File: src/sv/bcld_pkg.sv
`default_nettype none

package bcld_pkg;

    localparam int COUNT_WIDTH_DEF = 16;
    localparam int CFG_DATA_W      = 16;
    localparam int CFG_ADDR_W      = 2;
    localparam int STATE_W         = 3;
    localparam int EVENT_W         = 3;
    localparam int PRESS_W         = 2;

    localparam logic [STATE_W-1:0] ST_IDLE     = 3'd0;
    localparam logic [STATE_W-1:0] ST_DEBOUNCE = 3'd1;
    localparam logic [STATE_W-1:0] ST_DOWN     = 3'd2;
    localparam logic [STATE_W-1:0] ST_LONG     = 3'd3;
    localparam logic [STATE_W-1:0] ST_WAIT     = 3'd4;

    localparam logic [EVENT_W-1:0] EV_NONE   = 3'd0;
    localparam logic [EVENT_W-1:0] EV_DOWN   = 3'd1;
    localparam logic [EVENT_W-1:0] EV_UP     = 3'd2;
    localparam logic [EVENT_W-1:0] EV_LONG   = 3'd3;
    localparam logic [EVENT_W-1:0] EV_DOUBLE = 3'd4;
    localparam logic [EVENT_W-1:0] EV_CLICK  = 3'd5;

    localparam logic [CFG_ADDR_W-1:0] REG_PRESS_LEVEL = 2'd0;
    localparam logic [CFG_ADDR_W-1:0] REG_DEBOUNCE    = 2'd1;
    localparam logic [CFG_ADDR_W-1:0] REG_LONG_PRESS  = 2'd2;
    localparam logic [CFG_ADDR_W-1:0] REG_DOUBLE_GAP  = 2'd3;

    localparam logic [CFG_DATA_W-1:0] DEBOUNCE_RST   = 16'd4;
    localparam logic [CFG_DATA_W-1:0] LONG_PRESS_RST = 16'd200;
    localparam logic [CFG_DATA_W-1:0] DOUBLE_GAP_RST = 16'd60;

    typedef struct packed {
        logic                  press_level;
        logic [CFG_DATA_W-1:0] debounce_ticks;
        logic [CFG_DATA_W-1:0] long_press_ticks;
        logic [CFG_DATA_W-1:0] double_gap_ticks;
    } cfg_t;

endpackage

`default_nettype wire

File: src/sv/button_click_long_double_detector_core.sv
// Button click / double-click / long-press detector, one instance per button.
// Input channel (s_valid/s_ready/s_pin_level): one transaction per scan tick,
// carrying the raw sampled pin level.
// Result channel (m_valid/m_ready/m_event_code): exactly one transaction per
// input transaction: 0 none, 1 down, 2 up, 3 long press, 4 double click,
// 5 click.
// Configuration: write cfg_wr_en with cfg_addr 0 active level, 1 debounce
// ticks, 2 long-press ticks, 3 double-click gap ticks; write only while idle.
// Latency: the event is presented the cycle after its tick is accepted.
// Throughput: one tick per cycle while the receiver takes each event, set by
// the joint update of the state, tick counter and click counter per tick.
// Reset (aresetn low, synchronous): machine idle, counters zero, registers
// back to level 0 / 4 / 200 / 60 ticks, no pending result.
// Receiver stall: the pending event is held in the output register and
// s_ready drops until it is taken; a tick is accepted in the same cycle the
// pending event leaves.
`default_nettype none

module button_click_long_double_detector_core #(
    parameter int COUNT_WIDTH = bcld_pkg::COUNT_WIDTH_DEF
) (
    input  wire logic                              aclk,
    input  wire logic                              aresetn,
    input  wire logic                              s_valid,
    output logic                                   s_ready,
    input  wire logic                              s_pin_level,
    output logic                                   m_valid,
    input  wire logic                              m_ready,
    output logic [bcld_pkg::EVENT_W-1:0]           m_event_code,
    input  wire logic                              cfg_wr_en,
    input  wire logic [bcld_pkg::CFG_ADDR_W-1:0]   cfg_addr,
    input  wire logic [bcld_pkg::CFG_DATA_W-1:0]   cfg_wdata
);

    bcld_pkg::cfg_t               cfg;
    logic [bcld_pkg::EVENT_W-1:0] event_next;
    logic [bcld_pkg::STATE_W-1:0] state;
    logic                         load;

    bcld_cfg u_cfg (
        .aclk      (aclk),
        .aresetn   (aresetn),
        .cfg_wr_en (cfg_wr_en),
        .cfg_addr  (cfg_addr),
        .cfg_wdata (cfg_wdata),
        .cfg       (cfg)
    );

    bcld_fsm #(
        .COUNT_WIDTH (COUNT_WIDTH)
    ) u_fsm (
        .aclk       (aclk),
        .aresetn    (aresetn),
        .step_en    (load),
        .pin_level  (s_pin_level),
        .cfg        (cfg),
        .event_next (event_next),
        .state      (state)
    );

    bcld_out u_out (
        .aclk         (aclk),
        .aresetn      (aresetn),
        .s_valid      (s_valid),
        .s_ready      (s_ready),
        .event_in     (event_next),
        .load         (load),
        .m_valid      (m_valid),
        .m_ready      (m_ready),
        .m_event_code (m_event_code)
    );

    a_event_range: assert property (@(posedge aclk) disable iff (!aresetn)
        m_valid |-> (m_event_code <= bcld_pkg::EV_CLICK))
        else $error("event code out of range");

    a_state_range: assert property (@(posedge aclk) disable iff (!aresetn)
        state <= bcld_pkg::ST_WAIT)
        else $error("unused state code reached");

    a_accept_gives_result: assert property (@(posedge aclk) disable iff (!aresetn)
        (s_valid && s_ready) |=> m_valid)
        else $error("accepted tick produced no result");

    a_empty_ready: assert property (@(posedge aclk) disable iff (!aresetn)
        !m_valid |-> s_ready)
        else $error("input stalled with empty output register");

endmodule

`default_nettype wire

File: src/sv/bcld_cfg.sv
`default_nettype none

module bcld_cfg (
    input  wire logic                               aclk,
    input  wire logic                               aresetn,
    input  wire logic                               cfg_wr_en,
    input  wire logic [bcld_pkg::CFG_ADDR_W-1:0]    cfg_addr,
    input  wire logic [bcld_pkg::CFG_DATA_W-1:0]    cfg_wdata,
    output bcld_pkg::cfg_t                          cfg
);

    bcld_pkg::cfg_t cfg_reg;
    bcld_pkg::cfg_t cfg_next;

    always_comb begin
        cfg_next = cfg_reg;
        if (cfg_wr_en) begin
            case (cfg_addr)
                bcld_pkg::REG_PRESS_LEVEL:  cfg_next.press_level      = cfg_wdata[0];
                bcld_pkg::REG_DEBOUNCE:     cfg_next.debounce_ticks   = cfg_wdata;
                bcld_pkg::REG_LONG_PRESS:   cfg_next.long_press_ticks = cfg_wdata;
                bcld_pkg::REG_DOUBLE_GAP:   cfg_next.double_gap_ticks = cfg_wdata;
                default:                    cfg_next = cfg_reg;
            endcase
        end
    end

    always_ff @(posedge aclk) begin
        if (!aresetn) begin
            cfg_reg.press_level      <= 1'b0;
            cfg_reg.debounce_ticks   <= bcld_pkg::DEBOUNCE_RST;
            cfg_reg.long_press_ticks <= bcld_pkg::LONG_PRESS_RST;
            cfg_reg.double_gap_ticks <= bcld_pkg::DOUBLE_GAP_RST;
        end else begin
            cfg_reg <= cfg_next;
        end
    end

    assign cfg = cfg_reg;

endmodule

`default_nettype wire

File: src/sv/bcld_fsm.sv
`default_nettype none

module bcld_fsm #(
    parameter int COUNT_WIDTH = bcld_pkg::COUNT_WIDTH_DEF
) (
    input  wire logic                              aclk,
    input  wire logic                              aresetn,
    input  wire logic                              step_en,
    input  wire logic                              pin_level,
    input  wire bcld_pkg::cfg_t                    cfg,
    output logic [bcld_pkg::EVENT_W-1:0]           event_next,
    output logic [bcld_pkg::STATE_W-1:0]           state
);

    localparam int CMP_W = (COUNT_WIDTH > bcld_pkg::CFG_DATA_W) ?
                           COUNT_WIDTH : bcld_pkg::CFG_DATA_W;
    localparam logic [COUNT_WIDTH-1:0] CNT_MAX = {COUNT_WIDTH{1'b1}};

    logic [bcld_pkg::STATE_W-1:0] state_reg, state_next;
    logic [COUNT_WIDTH-1:0]       tick_reg, tick_next;
    logic [bcld_pkg::PRESS_W-1:0] press_reg, press_next;
    logic                         pressed;
    logic [COUNT_WIDTH-1:0]       tick_bump;
    logic [CMP_W-1:0]             tick_cmp;

    assign pressed   = (pin_level == cfg.press_level);
    assign tick_bump = (tick_reg == CNT_MAX) ? tick_reg : tick_reg + COUNT_WIDTH'(1);
    assign tick_cmp  = CMP_W'(tick_bump);

    always_comb begin
        state_next = state_reg;
        tick_next  = tick_reg;
        press_next = press_reg;
        event_next = bcld_pkg::EV_NONE;
        case (state_reg)
            bcld_pkg::ST_DEBOUNCE: begin
                if (pressed) begin
                    tick_next = tick_bump;
                    if (tick_cmp >= CMP_W'(cfg.debounce_ticks)) begin
                        state_next = bcld_pkg::ST_DOWN;
                        event_next = bcld_pkg::EV_DOWN;
                        tick_next  = '0;
                        if (press_reg == 2'd0) begin
                            press_next = 2'd1;
                        end
                    end
                end else begin
                    state_next = bcld_pkg::ST_IDLE;
                    press_next = '0;
                end
            end
            bcld_pkg::ST_DOWN: begin
                if (pressed) begin
                    tick_next = tick_bump;
                    if (tick_cmp >= CMP_W'(cfg.long_press_ticks)) begin
                        state_next = bcld_pkg::ST_LONG;
                        event_next = bcld_pkg::EV_LONG;
                        tick_next  = '0;
                    end
                end else begin
                    event_next = bcld_pkg::EV_UP;
                    if (press_reg == 2'd1) begin
                        state_next = bcld_pkg::ST_WAIT;
                        tick_next  = '0;
                    end else begin
                        state_next = bcld_pkg::ST_IDLE;
                        press_next = '0;
                    end
                end
            end
            bcld_pkg::ST_LONG: begin
                if (!pressed) begin
                    event_next = bcld_pkg::EV_UP;
                    state_next = bcld_pkg::ST_IDLE;
                    press_next = '0;
                end
            end
            bcld_pkg::ST_WAIT: begin
                if (pressed) begin
                    if (press_reg != 2'd3) begin
                        press_next = press_reg + 2'd1;
                    end
                    event_next = bcld_pkg::EV_DOUBLE;
                    state_next = bcld_pkg::ST_DOWN;
                    tick_next  = '0;
                end else begin
                    tick_next = tick_bump;
                    if (tick_cmp >= CMP_W'(cfg.double_gap_ticks)) begin
                        if (press_reg == 2'd1) begin
                            event_next = bcld_pkg::EV_CLICK;
                        end
                        state_next = bcld_pkg::ST_IDLE;
                        press_next = '0;
                    end
                end
            end
            default: begin
                state_next = bcld_pkg::ST_IDLE;
                if (pressed) begin
                    tick_next  = '0;
                    state_next = bcld_pkg::ST_DEBOUNCE;
                end
            end
        endcase
    end

    always_ff @(posedge aclk) begin
        if (!aresetn) begin
            state_reg <= bcld_pkg::ST_IDLE;
            tick_reg  <= '0;
            press_reg <= '0;
        end else if (step_en) begin
            state_reg <= state_next;
            tick_reg  <= tick_next;
            press_reg <= press_next;
        end
    end

    assign state = state_reg;

endmodule

`default_nettype wire

File: src/sv/bcld_out.sv
`default_nettype none

module bcld_out (
    input  wire logic                              aclk,
    input  wire logic                              aresetn,
    input  wire logic                              s_valid,
    output logic                                   s_ready,
    input  wire logic [bcld_pkg::EVENT_W-1:0]      event_in,
    output logic                                   load,
    output logic                                   m_valid,
    input  wire logic                              m_ready,
    output logic [bcld_pkg::EVENT_W-1:0]           m_event_code
);

    logic                         m_valid_reg, m_valid_next;
    logic [bcld_pkg::EVENT_W-1:0] event_reg;

    assign s_ready = !m_valid_reg || m_ready;
    assign load    = s_valid && s_ready;

    always_comb begin
        m_valid_next = m_valid_reg;
        if (load) begin
            m_valid_next = 1'b1;
        end else if (m_ready) begin
            m_valid_next = 1'b0;
        end
    end

    always_ff @(posedge aclk) begin
        if (!aresetn) begin
            m_valid_reg <= 1'b0;
        end else begin
            m_valid_reg <= m_valid_next;
        end
    end

    // hold the event while the receiver stalls
    always_ff @(posedge aclk) begin
        if (load) begin
            event_reg <= event_in;
        end
    end

    assign m_valid      = m_valid_reg;
    assign m_event_code = event_reg;

endmodule

`default_nettype wire
File: config.mk
export PLATFORM = sky130hd
export DESIGN_NAME = button_click_long_double_detector_core
export DESIGN_NICKNAME = d
export VERILOG_FILES = /design/src/sv/bcld_pkg.sv /design/src/sv/button_click_long_double_detector_core.sv /design/src/sv/bcld_cfg.sv /design/src/sv/bcld_fsm.sv /design/src/sv/bcld_out.sv
export SDC_FILE = /design/constraint.sdc
export NUM_CORES = 1
export LEC_CHECK = 0
export BUFFER_PORTS_ARGS = -buffer_cell sky130_fd_sc_hd__buf_2
export CAP_MARGIN = 5
export CORE_UTILIZATION = 25
export CTS_CLUSTER_DIAMETER = 50
export CTS_CLUSTER_SIZE = 12
export DETAILED_ROUTE_END_ITERATION = 6
export GPL_TIMING_DRIVEN = 1
export SLEW_MARGIN = 20
export SYNTH_ARGS = -nofsm -noshare
export SYNTH_HDL_FRONTEND = slang
export SYNTH_SLANG_ARGS = --single-unit
File: constraint.sdc
create_clock -name aclk -period 3.98 [get_ports aclk]
set_input_delay 0.398 -clock aclk [delete_from_list [all_inputs] [get_ports aclk]]
set_output_delay 0.398 -clock aclk [all_outputs]
set_load 0.02 [all_outputs]
==> results of run 1 <==
## cell usage in the layout, fill, tap and decap left out, types with 6 or more instances in the layout
cell type / netlist / final
sky130_fd_sc_hd__nand3_1: 13 / 12
sky130_fd_sc_hd__nor3_1: 8 / 8
sky130_fd_sc_hd__a21oi_1: 19 / 19
sky130_fd_sc_hd__nor2b_1: 7 / 7
sky130_fd_sc_hd__nand2_1: 126 / 126
sky130_fd_sc_hd__ha_1: 52 / 51
sky130_fd_sc_hd__o211ai_1: 20 / 20
sky130_fd_sc_hd__buf_2: 4 / 28
sky130_fd_sc_hd__nor2_1: 21 / 20
sky130_fd_sc_hd__dfxtp_1: 71 / 70
sky130_fd_sc_hd__inv_1: 58 / 58
sky130_fd_sc_hd__a21boi_0: 56 / 55
sky130_fd_sc_hd__nand4_1: 10 / 10
sky130_fd_sc_hd__buf_4: 0 / 44
sky130_fd_sc_hd__o21ai_0: 14 / 14
sky130_fd_sc_hd__xnor2_1: 6 / 6
sky130_fd_sc_hd__and3_1: 10 / 10
sky130_fd_sc_hd__clkbuf_16: 0 / 9
## worst max-delay path: cells and delay by family, from the launching register on
kind	cells	cell delay, ns
compound gates	3	0.65
flops	1	0.36
fa+ha+maj	2	0.54
xor+xnor	1	0.22
simple gates	8	1.91
## power groups by stage
stage / Clock, uW / Sequential [uW] / Combinational, uW
after floorplan: 0 / 793 / 106
after global placement: 0 / 793 / 162
after detailed placement: 0 / 794 / 162
after CTS: 811 / 777 / 163
after global routing: 846 / 779 / 187
final: 789 / 777 / 166
## metal layers
metal  GRT usage [%]  vias to the layer above
met4           3.801                        0
met3           3.453                        9
met2           20.09                       64
met5               0                        -
met1           19.34                     1972
li1                -                     2162
## per-stage QoR
stage	util (%)	setup WS, ns	std cells	hold WS, ns	cell area [um2]
final	31.14	0.1845	882	0.3058	5650
after global routing	31.14	0.003315	882	0.3097	5650
after CTS	30.83	0.02828	880	0.2935	5594
after detailed placement	29.25	0.05400	864	0.4558	5309
after global placement	29.25	0.1673	864	0.4521	5309
after floorplan	-	0.2245	591	0.4435	4671
## area by class of cell
cell class,instances,area [um2]
Clock inverter,7,60.06
Timing Repair Buffer,72,470.5
Fill cell,1947,12500
Inverter,58,217.7
Sequential cell,74,1515
Multi-Input combinational cell,433,2875
Tap cell,229,286.5
Clock buffer,9,225.2
## synth_stat cells, types with 5 or more instances
cell,instances
sky130_fd_sc_hd__nor2b_1,7
sky130_fd_sc_hd__xor2_1,5
sky130_fd_sc_hd__nand2_1,126
sky130_fd_sc_hd__inv_1,58
sky130_fd_sc_hd__nand4_1,10
sky130_fd_sc_hd__o21ai_0,14
sky130_fd_sc_hd__nor3_1,8
sky130_fd_sc_hd__ha_1,52
sky130_fd_sc_hd__and3_1,10
sky130_fd_sc_hd__a21boi_0,56
sky130_fd_sc_hd__clkbuf_1,21
sky130_fd_sc_hd__xnor2_1,6
sky130_fd_sc_hd__dfxtp_1,71
sky130_fd_sc_hd__o211ai_1,20
sky130_fd_sc_hd__o22ai_1,5
sky130_fd_sc_hd__nor4_1,5
sky130_fd_sc_hd__nor2_1,21
sky130_fd_sc_hd__a21oi_1,19
sky130_fd_sc_hd__nand3_1,13
sky130_fd_sc_hd__a211oi_1,5
## repair_timing
action	in CTS	in global routing
gates resized for setup	0	11
buffers inserted	0	2
hold buffers	0	0
setup endpoints to repair	0	20
## cell families after synthesis
kind of cell / count (synthesis) / share of synthesized area [%]
simple gates: 223 / 22.31
compound gates: 143 / 21.46
buf+inv: 84 / 6.885
flops: 74 / 32.36
fa+ha+maj: 52 / 13.93
xor+xnor: 12 / 2.411
mux: 3 / 0.6429
## worst max path at each step
stage          cells after the start            endpoint              start
2_1_floorplan                     14  u_fsm.tick_reg[11]  u_fsm.tick_reg[0]
3_3_place_gp                      14   u_fsm.tick_reg[3]  u_fsm.tick_reg[1]
3_5_place_dp                      15  u_fsm.tick_reg[12]  u_fsm.tick_reg[1]
4_1_cts                           14   u_fsm.tick_reg[3]  u_fsm.tick_reg[1]
5_1_grt                           15  u_fsm.tick_reg[13]  u_fsm.tick_reg[1]
6_report                          14   u_fsm.tick_reg[3]  u_fsm.tick_reg[1]
==> flow_summary.toml, run 1 <==
[power_and_ir_drop]
switching_share_of_power_pct = 27.14
power_density_mw_per_mm2 = 306.4
net-switching-power_uw = 469.9
static-leakage-power_uw = 0.002320
seq_power_share_pct = 44.9
irDropWorstVdd_v = 0.0002066
p_int_uw = 1261
clkPwrFrac_pct = 45.6
power_frac_comb_pct = 9.6
pwr_total_uw = 1731

[place]
gp_routability_congestion = 0.8693
place.port_buffers = 28
hpwl_reported_at_the_end_of_detailed_placement_um = 9402

[synthesis]
synth_area_mm2 = 0.004671
synth.avg_cell_area_um2 = 7.903
synth-seq-area-share_pct = 32.36
yosysTopAreaCellShare_pct = 30.43
yosys.cell_types.count = 52
synth.top_cells.by_area = "sky130_fd_sc_hd__dfxtp_1 30%, sky130_fd_sc_hd__ha_1 14%, sky130_fd_sc_hd__nand2_1 10%"
async_flop_share_pct = 0
syn_inst = 591
synth.ff_latch_count = 74
yosysWarningCount = 0
synth_top_flop_cell = "sky130_fd_sc_hd__dfxtp_1"
synth_top_area_cell = "sky130_fd_sc_hd__dfxtp_1"
synth_edf_count = 3
synthesis.nets = 667

[drt]
drt_first_iter_violations = 378
route.met2.wl_um = 5187
avgViaCountPerCell = 4.770
dr_wl_met3_um = 463
first_pass_iters = 7
drcViolationCount = 2
routed_wl_um = 12320
drtAntennaViolNets = 0
m1WireLength_um = 6549
vias = 4207
highest-signal-layer = "met4"
route.detailed.wl_per_inst_um = 13.97

[setup_path]
worstRegToRegCells = 14
cpPeakStageDelay_ns = 0.56
worst-setup-path-type = "register to register"
critical_path.max_fanout = 6
timing.reg2reg.setup_slack_ns = 0.18
timing.rr.start = "u_fsm.tick_reg[1]"
cp.arrival_ns = 4.04
cp-start-kind = "register"
required_ns = 4.22
critPathCaptureType = "register"
worstReg2RegEnd = "u_fsm.tick_reg[3]"
worst_path_cell_chain = "ha_2 > nand3_2 > or4_4 > nor2_4 > nor4_1 > xor2_1 > ha_1 > nand4_1 > or4_1 > a221o_1 > nand4_4 > o21ai_4 > or2_1 > a41o_1"
critPathSlowestCell = "sky130_fd_sc_hd__or4_4"

[timing]
worst_clock_skew_ns = 0.005354
timing_max_transition_violations_final = 0
grt_setup_unrepaired = "false"
max_slew.worst_pin.slew_ns = 0.8250
final_min_period_over_clock_period_pct = 95.36
hold_viol = 0
clock.fmax_ghz = 0.2635
final.setup.tns_ns = 0
worst_slew_margin_relative_to_its_limit_pct = 45.00
report.final.setup_viol = 0
layout_min_cycle_time_ns = 3.795

[final_layout]
diodes = 0
flow.area_growth_from_synthesis_pct = 20.98
finish.net_count = 724
drive_gt1_share_pct = 16.08
largest_reg_flops = 49

[min_path]
holdCritStartpoint = "s_valid"
worst_hold_path.endpoint = "u_out.m_valid"
worst_min_delay_path_category = "input port to register"
worstHoldPathCells = 3

[floorplanning]
die_span_x_um = 138.7
die-area_mm2 = 0.01923
effective_utilization_at_floorplan_pct = 25.74
chipHeight_um = 138.7
core_area_mm2 = 0.01815
placementRows = 49
boundaryPins = 29

[clock_network]
cts-buffers-inserted = 9
cts_root_buffer = "sky130_fd_sc_hd__clkbuf_16"
cts_max_level = 3
max-clock-path-buffers = 2
cts_tree = "done"
cts.reportedPaths.clkPinSlew_ns = 0.06
clk-insertion-delay-late_ns = 0.35
clkSinkCount = 74

[global_route]
grt_pass1_vias = 3896
grt_max_degree = 41
grt_pass1_wl_um = 20440
global_route_usage_sum_pct = 13.58
number_of_antenna_violations_at_the_first_check_in_global_routing = 0
global_route.overflow_total = 0

[run_status]
status = "complete, but fails checks"
violations = "DRC"

[job]
number_of_violations_of_the_max_capacitance_limit = 0
No activity file was read; power rests on OpenSTA's default activity.
==> run 2: changes to the inputs <==
RECOVER_POWER = 25   (was not set)
==> flow_summary.toml, run 2 (synthesized netlist as in run 1, its figures left out) <==
[clock_network]
cts.reportedPaths.clkPinSlew_ns = 0.06
max-clock-path-buffers = 2
post_cts_hold_buffer_count = 0
clk-insertion-delay-late_ns = 0.35
cts_max_level = 3
cts_root_buffer = "sky130_fd_sc_hd__clkbuf_16"
cts_tree = "done"
clkSinkCount = 74
cts-buffers-inserted = 9

[timing]
worst_slew_margin_relative_to_its_limit_pct = -7.098
final_min_period_over_clock_period_pct = 95.36
hold-worst-slack_ns = 0.3073
report.final.setup_viol = 0
timing_max_transition_violations_final = 41
worst_clock_skew_ns = 0.005354
layout_min_cycle_time_ns = 3.795
grt_setup_unrepaired = "false"
final.setup.tns_ns = 0
clock.fmax_ghz = 0.2635
hold_viol = 0
max_slew.worst_pin.slew_ns = 1.606

[place]
gp_routability_congestion = 0.8693
place.port_buffers = 28
hpwl_reported_at_the_end_of_detailed_placement_um = 9402

[setup_path]
cp_top_family = "simple AND/OR/NAND/NOR gates"
critical_path.max_fanout = 6
required_ns = 4.22
timing.rr.start = "u_fsm.tick_reg[1]"
cp.arrival_ns = 4.04
cp_num_buf_inv = 0
timing.reg2reg.setup_slack_ns = 0.18
critPathSlowestCell = "sky130_fd_sc_hd__or4_4"
cp-start-kind = "register"
timing_startpoint_of_the_critical_path = "u_fsm.tick_reg[1]"
cpPeakStageDelay_ns = 0.56
worst_path_cell_chain = "ha_2 > nand3_2 > or4_4 > nor2_4 > nor4_1 > xor2_1 > ha_1 > nand4_1 > or4_1 > a221o_1 > nand4_4 > o21ai_4 > or2_1 > a41o_1"
worst-setup-path-type = "register to register"
critPathCaptureType = "register"

[drt]
drtAntennaViolNets = 0
drcViolationCount = 2
drt_first_iter_violations = 378
first_pass_iters = 7
avgViaCountPerCell = 4.770
routed_wl_um = 12320
vias = 4207
route.detailed.wl_per_inst_um = 13.97

[floorplanning]
chipHeight_um = 138.7
placementRows = 49
core_area_mm2 = 0.01815
effective_utilization_at_floorplan_pct = 25.74
die-area_mm2 = 0.01923
boundaryPins = 29
die_span_x_um = 138.7

[global_route]
global_route.overflow_total = 0
number_of_antenna_violations_at_the_first_check_in_global_routing = 0
grt_pass1_vias = 3896
grt_pass1_wl_um = 20440
global_route_usage_sum_pct = 13.58
grt_max_degree = 41

[final_layout]
finish.net_count = 724
most-common-layout-cells = "126 x sky130_fd_sc_hd__nand2_1, 70 x sky130_fd_sc_hd__dfxtp_1, 58 x sky130_fd_sc_hd__inv_1, 55 x sky130_fd_sc_hd__a21boi_0, 51 x sky130_fd_sc_hd__ha_1"
largest_reg_flops = 49
diodes = 0
drive_gt1_share_pct = 15.93
flow.area_growth_from_synthesis_pct = 20.95
mostFrequentLayoutCell = "sky130_fd_sc_hd__nand2_1"

[power_and_ir_drop]
static-leakage-power_uw = 0.002317
power_density_mw_per_mm2 = 306.6
irDropWorstVdd_v = 0.0002066

[min_path]
worst_min_delay_path_category = "input port to register"
holdCritStartpoint = "cfg_wdata[2]"

[run_status]
violations = "DRC, capacitance limit, slew limit"
status = "complete, but fails checks"

[job]
number_of_violations_of_the_max_capacitance_limit = 1
[run 2: power by group]
| part | total, uW | switching (uW) | leakage [uW] | internal, uW |
|---|---|---|---|---|
| sequential | 777 | 11.3 | 0.000608 | 766 |
| clock | 789 | 356 | 0.000139 | 433 |
| combinational | 166 | 103 | 0.00157 | 63.2 |
[run 2: routing by layer]
layer / track usage [%] / part of all wire (%) / up-vias
li1: - / - / 2162
met2: 20.09 / 42 / 64
met1: 19.34 / 53 / 1972
met4: 3.801 / 0.96 / 0
met5: 0 / 0 / -
met3: 3.453 / 3.8 / 9
[run 2: area by class of cell]
type	count	area, um2
timing repair buffer	72	469.2
fill	1947	12500
clock inverter	7	60.06
inverter	58	217.7
multi-input combinational	433	2875
clock buffer	9	225.2
sequential	74	1515
tap	229	286.5
[run 2: worst paths after layout]
kind	endpoint	depth (start not counted)
worst max-delay path	u_fsm.tick_reg[3]	14
worst min-delay path	u_cfg.cfg[2]	3
worst max register to register	u_fsm.tick_reg[3]	14
worst min register to register	u_cfg.cfg[10]	2
[run 2: through the flow]
step | instances | worst slack (ns) | area [um2] | util [%] | total power, uW
after CTS | 880 | 0.02828 | 5594 | 30.83 | 1752
after floorplan | 591 | 0.2245 | 4671 | - | 899.0
after global routing | 882 | 0.003315 | 5649 | 31.13 | 1813
after global placement | 864 | 0.1673 | 5309 | 29.25 | 955.3
after detailed placement | 864 | 0.05400 | 5309 | 29.25 | 956.2
final | 882 | 0.1845 | 5649 | 31.13 | 1732
[run 2: timing repair]
item / 4_1_cts / 5_1_grt
gates resized for setup: 0 / 11
endpoints found under the setup margin: 0 / 20
setup buffers: 0 / 2
[run 2: worst min-delay path: stages]
cell and delay [ns]:
sky130_fd_sc_hd__buf_2 0.10, sky130_fd_sc_hd__nand2_1 0.05, sky130_fd_sc_hd__o211ai_1 0.07
